**config.mk**
```make
export PLATFORM = sky130hd
export DESIGN_NAME = lru_age_counter_cache_directory_unit
export DESIGN_NICKNAME = d
export VERILOG_FILES = /design/src/hdl/lacd_pkg.sv /design/src/hdl/lru_age_counter_cache_directory_unit.sv
export VERILOG_INCLUDE_DIRS = /design/src /design/src/hdl
export SDC_FILE = /design/constraint.sdc
export NUM_CORES = 2
export LEC_CHECK = 0
export BUFFER_PORTS_ARGS = -buffer_cell sky130_fd_sc_hd__buf_2
export CORE_ASPECT_RATIO = 0.9
export CORE_MARGIN = 5
export CORE_UTILIZATION = 35
export DETAILED_ROUTE_END_ITERATION = 8
export RECOVER_POWER = 100
export SYNTH_ARGS = -nofsm -noshare
export SYNTH_HDL_FRONTEND = slang
export SYNTH_SLANG_ARGS = --single-unit
```
**constraint.sdc**
```tcl
create_clock -name i_clk -period 45.8 [get_ports i_clk]
set_input_delay 0 -clock i_clk [delete_from_list [all_inputs] [get_ports i_clk]]
set_output_delay 0 -clock i_clk [all_outputs]
set_load 0.02 [all_outputs]
```
**src/hdl/lru_age_counter_cache_directory_unit_macros.svh**
```systemverilog
// assertion macros for the cache directory
`ifndef LRU_AGE_COUNTER_CACHE_DIRECTORY_UNIT_MACROS_SVH
`define LRU_AGE_COUNTER_CACHE_DIRECTORY_UNIT_MACROS_SVH

`ifndef SYNTHESIS
// same-cycle implication, disabled in reset
`define LACD_ASSERT_IMPL(label, clk, rst_n, ante, cons) \
    label: assert property (@(posedge clk) disable iff (!rst_n) (ante) |-> (cons)) \
        else $error("lacd assertion failed");
// next-cycle implication, disabled in reset
`define LACD_ASSERT_NEXT(label, clk, rst_n, ante, cons) \
    label: assert property (@(posedge clk) disable iff (!rst_n) (ante) |=> (cons)) \
        else $error("lacd assertion failed");
`else
`define LACD_ASSERT_IMPL(label, clk, rst_n, ante, cons)
`define LACD_ASSERT_NEXT(label, clk, rst_n, ante, cons)
`endif

`endif

```
**src/hdl/lacd_pkg.sv**
```systemverilog
package lacd_pkg;

    // directory geometry
    localparam int ENTRIES    = 16;
    localparam int MAX_LENGTH = 102400;
    localparam int INDEX_W    = (ENTRIES > 1) ? $clog2(ENTRIES) : 1;
    localparam int LEAVES     = 1 << INDEX_W;

    // field widths
    localparam int KEY_W = 64;
    localparam int LEN_W = 17;
    localparam int WAY_W = 4;
    localparam int AGE_W = 32;

    typedef logic [INDEX_W-1:0] t_idx;
    typedef logic [KEY_W-1:0]   t_key;
    typedef logic [LEN_W-1:0]   t_len;
    typedef logic [WAY_W-1:0]   t_way;
    typedef logic [AGE_W-1:0]   t_age;

    // operation codes
    typedef enum logic {
        CMD_LOOKUP = 1'b0,
        CMD_INSERT = 1'b1
    } t_cmd;

    // node of the oldest-entry search tree
    typedef struct packed {
        t_idx idx;
        t_age age;
    } t_node;

    // older of two nodes, ties to the left (lower index)
    function automatic t_node older_node(input t_node a, input t_node b);
        t_node r;
        r = (b.age > a.age) ? b : a;
        return r;
    endfunction

endpackage

```
**src/hdl/lru_age_counter_cache_directory_unit.sv**
```systemverilog
// a word accepted into the input register moves on to the result register and o_valid when that stage is free or drains
// throughput: one word per cycle while i_ready stays high; lookup, victim pick and age update are combinational
// the age search is a combinational compare tree over all entries
// reset (i_rst_n low, synchronous): all entries invalid, ages zero, both stages empty
// keys and lengths are not reset; they are read only from valid entries
`include "lru_age_counter_cache_directory_unit_macros.svh"

module lru_age_counter_cache_directory_unit (
    input  logic                  i_clk,
    input  logic                  i_rst_n,
    // request channel
    input  logic                  i_valid,
    output logic                  o_ready,
    input  logic                  i_cmd,
    input  lacd_pkg::t_key        i_key,
    input  lacd_pkg::t_len        i_object_length,
    // result channel
    output logic                  o_valid,
    input  logic                  i_ready,
    output logic                  o_hit,
    output lacd_pkg::t_way        o_way,
    output lacd_pkg::t_len        o_stored_length,
    output logic                  o_evicted
);

    // directory state
    logic [lacd_pkg::ENTRIES-1:0] r_entry_valid;
    lacd_pkg::t_key               r_entry_key    [lacd_pkg::ENTRIES];
    lacd_pkg::t_len               r_entry_length [lacd_pkg::ENTRIES];
    lacd_pkg::t_age               r_entry_age    [lacd_pkg::ENTRIES];

    // input stage
    logic                         r_in_valid;
    lacd_pkg::t_cmd               r_in_cmd;
    lacd_pkg::t_key               r_in_key;
    lacd_pkg::t_len               r_in_len;

    // result stage
    logic                         r_out_valid;
    logic                         r_out_hit;
    lacd_pkg::t_way               r_out_way;
    lacd_pkg::t_len               r_out_len;
    logic                         r_out_evicted;

    logic                         w_move;
    logic                         w_insert;
    logic                         w_hit;
    lacd_pkg::t_idx               w_hit_idx;
    logic                         w_any_free;
    lacd_pkg::t_idx               w_free_idx;
    lacd_pkg::t_node              w_oldest;
    lacd_pkg::t_idx               w_slot;
    logic                         w_evicted;
    logic                         w_touch;
    lacd_pkg::t_len               w_len_clamped;
    lacd_pkg::t_node              w_tree [lacd_pkg::INDEX_W+1][lacd_pkg::LEAVES];

    // handshake: the input word moves on when the result stage is free or drains
    assign w_move   = r_in_valid && (!r_out_valid || i_ready);
    assign o_ready  = !r_in_valid || w_move;
    assign w_insert = (r_in_cmd == lacd_pkg::CMD_INSERT);

    // key match, lowest matching entry wins
    always_comb begin
        w_hit     = 1'b0;
        w_hit_idx = '0;
        for (int i = lacd_pkg::ENTRIES - 1; i >= 0; i--) begin
            if (r_entry_valid[i] && (r_entry_key[i] == r_in_key)) begin
                w_hit     = 1'b1;
                w_hit_idx = lacd_pkg::t_idx'(i);
            end
        end
    end

    // lowest free entry
    always_comb begin
        w_any_free = 1'b0;
        w_free_idx = '0;
        for (int i = lacd_pkg::ENTRIES - 1; i >= 0; i--) begin
            if (!r_entry_valid[i]) begin
                w_any_free = 1'b1;
                w_free_idx = lacd_pkg::t_idx'(i);
            end
        end
    end

    // oldest entry, ties and all-zero ages go to the lowest index
    always_comb begin
        for (int l = 0; l <= lacd_pkg::INDEX_W; l++) begin
            for (int i = 0; i < lacd_pkg::LEAVES; i++) begin
                w_tree[l][i] = '0;
            end
        end
        for (int i = 0; i < lacd_pkg::LEAVES; i++) begin
            w_tree[0][i].idx = lacd_pkg::t_idx'(i);
            w_tree[0][i].age = (i < lacd_pkg::ENTRIES) ? r_entry_age[i] : '0;
        end
        for (int l = 0; l < lacd_pkg::INDEX_W; l++) begin
            for (int j = 0; j < (lacd_pkg::LEAVES >> (l + 1)); j++) begin
                w_tree[l+1][j] = lacd_pkg::older_node(w_tree[l][2*j], w_tree[l][2*j+1]);
            end
        end
        w_oldest = w_tree[lacd_pkg::INDEX_W][0];
    end

    // slot choice and length clamp
    assign w_slot    = w_insert ? (w_any_free ? w_free_idx : w_oldest.idx) : w_hit_idx;
    assign w_evicted = w_insert && !w_any_free;
    assign w_touch   = w_move && (w_insert || w_hit);
    assign w_len_clamped = (r_in_len > lacd_pkg::t_len'(lacd_pkg::MAX_LENGTH))
                         ? lacd_pkg::t_len'(lacd_pkg::MAX_LENGTH) : r_in_len;

    // input register
    always_ff @(posedge i_clk) begin
        if (!i_rst_n) begin
            r_in_valid <= 1'b0;
        end else if (o_ready) begin
            r_in_valid <= i_valid;
        end
        if (o_ready && i_valid) begin
            r_in_cmd <= lacd_pkg::t_cmd'(i_cmd);
            r_in_key <= i_key;
            r_in_len <= i_object_length;
        end
    end

    // valid bits and ages
    always_ff @(posedge i_clk) begin
        if (!i_rst_n) begin
            r_entry_valid <= '0;
            for (int i = 0; i < lacd_pkg::ENTRIES; i++) begin
                r_entry_age[i] <= '0;
            end
        end else if (w_touch) begin
            if (w_insert) begin
                r_entry_valid[w_slot] <= 1'b1;
            end
            for (int i = 0; i < lacd_pkg::ENTRIES; i++) begin
                if (lacd_pkg::t_idx'(i) == w_slot) begin
                    r_entry_age[i] <= '0;
                end else if (r_entry_valid[i] && (r_entry_age[i] != '1)) begin
                    r_entry_age[i] <= r_entry_age[i] + 1'b1;
                end
            end
        end
    end

    // key and length store
    always_ff @(posedge i_clk) begin
        if (w_move && w_insert) begin
            r_entry_key[w_slot]    <= r_in_key;
            r_entry_length[w_slot] <= w_len_clamped;
        end
    end

    // result register
    always_ff @(posedge i_clk) begin
        if (!i_rst_n) begin
            r_out_valid <= 1'b0;
        end else if (w_move) begin
            r_out_valid <= 1'b1;
        end else if (i_ready) begin
            r_out_valid <= 1'b0;
        end
        if (w_move) begin
            r_out_hit     <= !w_insert && w_hit;
            r_out_way     <= (w_insert || w_hit) ? lacd_pkg::t_way'(w_slot) : '0;
            r_out_len     <= (!w_insert && w_hit) ? r_entry_length[w_hit_idx] : '0;
            r_out_evicted <= w_evicted;
        end
    end

    assign o_valid         = r_out_valid;
    assign o_hit           = r_out_hit;
    assign o_way           = r_out_way;
    assign o_stored_length = r_out_len;
    assign o_evicted       = r_out_evicted;

    // checks
    `LACD_ASSERT_IMPL(a_evict_only_when_full, i_clk, i_rst_n, w_move && w_evicted, &r_entry_valid)
    `LACD_ASSERT_NEXT(a_touched_entry_fresh, i_clk, i_rst_n, w_touch, r_entry_valid[$past(w_slot)] && (r_entry_age[$past(w_slot)] == '0))
    `LACD_ASSERT_IMPL(a_hit_not_evict, i_clk, i_rst_n, o_valid, !(o_hit && o_evicted))
    `LACD_ASSERT_IMPL(a_miss_zero_length, i_clk, i_rst_n, o_valid && !o_hit, o_stored_length == '0)

endmodule

```
; Word level (Yosys, flattened, before mapping)
; Memory sizes are Yosys's and may differ from the RTL's. A register that Yosys moved wholly into a read port is not among the register bits.
; Index checks and enable logic that the tools add are counted.
[totals]
ff_bits = 106
ramBits = 1808
inputBits = 86
output_inout_bits = 25
memories = 3
[mem_list]
columns = memory, depth, width, rd, rd_clocked_by_memory_dff, write_ports, line_no
row1 = r_entry_key, 16, 64, 16, 0, 1, lru_age_counter_cache_directory_unit.sv:28  ; lacd_pkg::t_key r_entry_key [lacd_pkg::ENTRIES];
row2 = r_entry_age, 16, 32, 16, 0, 16, lru_age_counter_cache_directory_unit.sv:30  ; lacd_pkg::t_age r_entry_age [lacd_pkg::ENTRIES];
row3 = r_entry_length, 16, 17, 1, 1, 1, lru_age_counter_cache_directory_unit.sv:29  ; lacd_pkg::t_len r_entry_length [lacd_pkg::ENTRIES];
[op_classes]
addsub = 16
order_cmp = 18
eq_ne = 47
muxes = 265
bitwise_logic = 33
reduce_logical = 50
[ops]
columns = operator, count
row1 = equality test 64 bit, 16
row2 = two-way mux 32 bit, 32
row3 = adder 32 x 1 -> 32 bit (second input constant), 16
row4 = inequality test 32 bit (second input constant), 16
row5 = > comparator 32 bit, 15
row6 = two-way mux 33 bit, 8
row7 = two-way mux 1 bit, 182
row8 = two-way mux 34 bit, 4
row9 = two-way mux 4 bit, 34
row10 = two-way mux 35 bit, 2
row11 = logical AND 1 bit, 39
row12 = two-way mux 36 bit, 1
row13 = equality test 4 bit (first input constant), 8
row14 = OR 1 bit, 32
row15 = > comparator 17 bit (second input constant), 1
row16 = two-way mux 17 bit, 1
row17 = equality test 3 x 4 -> 1 bit (first input constant), 4
row18 = OR 16 bit, 1
row19 = equality test 2 x 4 -> 1 bit (first input constant), 2
row20 = logical NOT 1 bit, 5
row21 = < comparator 4 x 5 -> 1 bit (second input constant), 1
row22 = demux 1 bit (select 4 bit), 1
row23 = equality test 1 x 4 -> 1 bit (first input constant), 1
row24 = >= comparator 4 x 1 -> 1 bit (second input constant), 1
row25 = other kinds (4), 6

; Longest topological paths before layout
; An unclocked memory read counts as a cell.
[logic_depth]
ltp_word = 27
depth_mapped = 53

; Least setup slack after synthesis
; Ideal clock, no wire load.
[synth_timing]
path_type = register to register
startpoint = memory r_entry_age[0][73] (netlist name)
endpoint = memory r_entry_key[15][0] (netlist name) (enable)
t_arrival_ns = 15.371
t_required_ns = 45.160
setup_slack_ns = 29.790
path_stages_with_launch = 43
path_buffers = 7
synth_period_minus_slack_ns = 16.010
cell_sequence = edfxtp_1 > clkbuf_1 > inv_1 > ha_1 > a21o_1 > a21oi_1 > a21oi_1 > o31ai_1 > nand3_1 > o21ai_1 > clkbuf_1 > mux2i_1 > inv_1 > ha_1 > nand3_1 > nor4_1 > or4b_1 > or3_1 > [7 not listed] > or4_1 > or3_1 > o21ai_0 > clkbuf_1 > clkbuf_1 > buf_1 > a31oi_1 > ha_1 > o21a_1 > o211ai_1 > a31oi_1 > a211o_1 > a211oi_1 > o21ai_1 > mux2i_1 > a21o_1 > nand4_1 > nor3b_1
[synth_rtl]
columns = element, line_no
row1 = from (decl), lru_age_counter_cache_directory_unit.sv:30
row2 = to (decl), lru_age_counter_cache_directory_unit.sv:28

==> results.yml <==
drt:
  wl_microns: 321000
  drt-wirelength-per-cell_microns: 25.0
  drc_errors: 0
  drt_iter0_drc: 8529
  vias: 70605
  final_antenna_net_count: 0
  firstDrtPassIters: 8
  avgViaCountPerCell: 5.48
floorplanning:
  coreArea_sq_mm: 0.289
  pin_count: 111
  initial_core_util: 0.352
  die-area_sq_mm: 0.301
  die_h_microns: 521
  rows: 187
  die_w_microns: 578
sta:
  setup_tns_ps: 0
  max-slew-margin-rel: -2.31
  fin_worst_skew_ps: 163
  timing.final.max_slew_violations: 4174
  worst_slew_pin_slew_ps: 4920
  rsz0062_at_grt: "no"
  fmax_mhz: 40.6
  finalHoldViolations: 0
  hold_ws_ps: 322
  setup_violations: 0
  fin_crit_sh: 0.538
  period_minus_slack_ps: 24620
worst_setup_path:
  critPathArrivalTime_ps: 24990
  critPathRequiredTime_ps: 46180
  crit_slowest_cell: "o21ai_0"
  worstSetupStartpointType: "register"
  critPathMostFrequentCell: "a21oi_1"
  crit_path_max_incr_delay_ps: 2990
  endpoint_kind: "register"
  crit_path_max_fanout: 67
  crit_type: "reg2reg"
pwr:
  p_leak_nw: 40.2
  power_mw: 4.46
  ir_drop_mv: 0.0354
  power_density_mw_per_mm2: 38.7
yosys:
  synthMuxAreaShare: 0.0375
  yosysWarnings: 0
  synth-seq-area-share: 0.569
  synth_seq_cells: 1931
  synth-adder-area-share: 0.0611
  ys.flop_type: "edfxtp_1"
  synthSimpleGateAreaFrac: 0.127
  synth_top_family_by_area: "simple AND/OR/NAND/NOR gates"
  async_reset_ff_frac: 0
  syn_avg_cell_area_sq_um: 12.0
  synthXorXnorAreaFrac: 0.105
  synth_edf_count: 1913
  synth_compound_area_frac: 0.0691
  syn_area_sq_mm: 0.102
  syn_nets: 9022
  syn_inst: 8440
  synth_cell_types: 87
global_route:
  grt_pass1_vias: 67831
  grtUsageTotal: 0.206
  overflow: 0
  grt_pass1_wl_microns: 465000
  antenna_found_initial: 22
  grt_max_degree: 74
clock_network:
  clock_sinks: 1931
  cts_root_buffer: "clkbuf_16"
  numCtsBuffers: 214
  clk_latency_ps: 930
  post_cts_buffers: 0
  cts_max_level: 4
  cts_tree: "done"
  clk_path_buf_depth: 4
  path_clk_slew_ps: 60
finish:
  layout-drive-gt1-share: 0.0626
  stdcell_count: 12873
  area_growth_pct: 13.4
  final_common_cell: "edfxtp_1"
  utilization: 0.399
  final_cell_mix: "edfxtp_1, nor2_1, xnor2_1"
  nets: 9409
run_status:
  status: "complete, but fails checks"
  violations: "max-capacitance violations, max-slew violations"
worst_hold_path:
  hold_path_class: "in2reg"
place:
  dp_hpwl_microns: 221000
  dp_cells: 12314
  gp_congestion: 0.952
  io_buffers: 110
job:
  maxCapViolCount: 137
==> worst max-delay path: cells and delay by family, from the launching register on <==
kind	cells	cell delay (ps)
AO/OA/AOI/OAI	19	11530
buffers and inverters	4	6390
AND/OR/NAND/NOR	11	3980
adder cells (fa/ha/maj)	4	1660
flip-flops	1	470
==> worst paths after layout <==
check	start	end	slack, ps	cells past startpoint
worst max-delay path	r_entry_age[0][189]	r_entry_key[11][24]	21180	38
worst min-delay path	i_key[16]	r_in_key[16]	320	3
worst max register to register	r_entry_age[0][189]	r_entry_key[11][24]	21180	38
worst min register to register	r_in_key[20]	r_entry_key[11][20]	610	0
==> flip-flops by register name, summed over array words and instances, names as in the netlist <==
register / flops
o_evicted: 1
o_hit: 1
o_stored_length: 17
o_valid: 1
o_way: 4
r_entry_age: 512
r_entry_key: 1024
r_entry_length: 272
r_entry_valid: 16
r_in_cmd: 1
r_in_key: 64
r_in_len: 17
r_in_valid: 1
==> logic make-up (layout without fill, tap and decap cells) <==
kind of cell | count (synthesis) | count (layout)
multiplexers | 373 | 373
adder cells (fa/ha/maj) | 496 | 496
flip-flops | 1931 | 1931
AO/OA/AOI/OAI | 1026 | 1026
other | 0 | 7
XOR/XNOR | 1213 | 1213
AND/OR/NAND/NOR | 2625 | 2625
buffers and inverters | 776 | 1328
==> cells in the mapped netlist, types with 13 or more instances <==
library cell  count  area, sq um
inv_2            17         63.8
and2_1           19          119
buf_2           152          761
a31oi_1          58          363
o211ai_1         27          203
and4_1           25          219
nand2_1         436         1640
inv_1           457         1720
dfxtp_1          18          360
mux2i_1         312         3120
mux2_2           61          687
a21o_1           56          420
a22o_1           44          385
nor2_2           30          188
o22ai_1          46          288
a21oi_1         234         1170
o2bb2ai_1        44          385
and3_1          109          682
nand3_1         294         1470
nor4_1          158          988
or4_1            13         97.6
o21ai_0         163          816
a221oi_1         25          219
a22oi_1          41          308
buf_1            22         82.6
nand2b_1        156          976
nor2b_1         127          795
nor2_1          841         3160
nand4_1         249         1560
xnor2_1         727         6370
o2111ai_1        50          438
clkbuf_1         97          364
a2111oi_0        29          254
o221ai_1         24          210
or3_1            18          113
buf_4            19          143
a211oi_1         33          248
nor3_1          112          561
ha_1            496         6210
o21a_1           39          293
edfxtp_1       1913        57400
xor2_1          486         4260
==> metal layers <==
metal / part of all wire / wire (microns) / GRT usage
met1: 0.45 / 146000 / 0.307
met3: 0.092 / 29400 / 0.0383
met2: 0.42 / 135000 / 0.301
met5: 0.000072 / 23 / 0
met4: 0.034 / 10900 / 0.0622
==> cell type report <==
class                      instances  area [sq um]
clock inverter                   127          1510
fill                           27374        173000
sequential                      1931         57800
tap                             3874          4850
inverter                         474          1780
multi-input combinational       5733         40700
timing repair buffer             473          3050
antenna                            7          17.5
clock buffer                     254          5550
==> metrics by stage <==
step                      area, sq um  setup slack [ps]
after floorplan                102000             29790
after global placement         107000             31500
after detailed placement       107000             31380
after CTS                      116000             31340
after global routing           115000             19260
final                          115000             21180
==> where the power goes <==
part	leakage [nW]	internal, mW	total (mW)	switching [mW]
Sequential	17.8	1.98	2.01	0.0343
Combinational	19.0	0.227	0.683	0.456
Clock	3.40	1.02	1.76	0.739
==> repair_timing <==
action,CTS,global route
hold buffers,171,0
resized for setup,0,0
endpoints found under the hold margin,122,0
endpoints found under the setup margin,0,0
(Power assumes the default switching activity.)
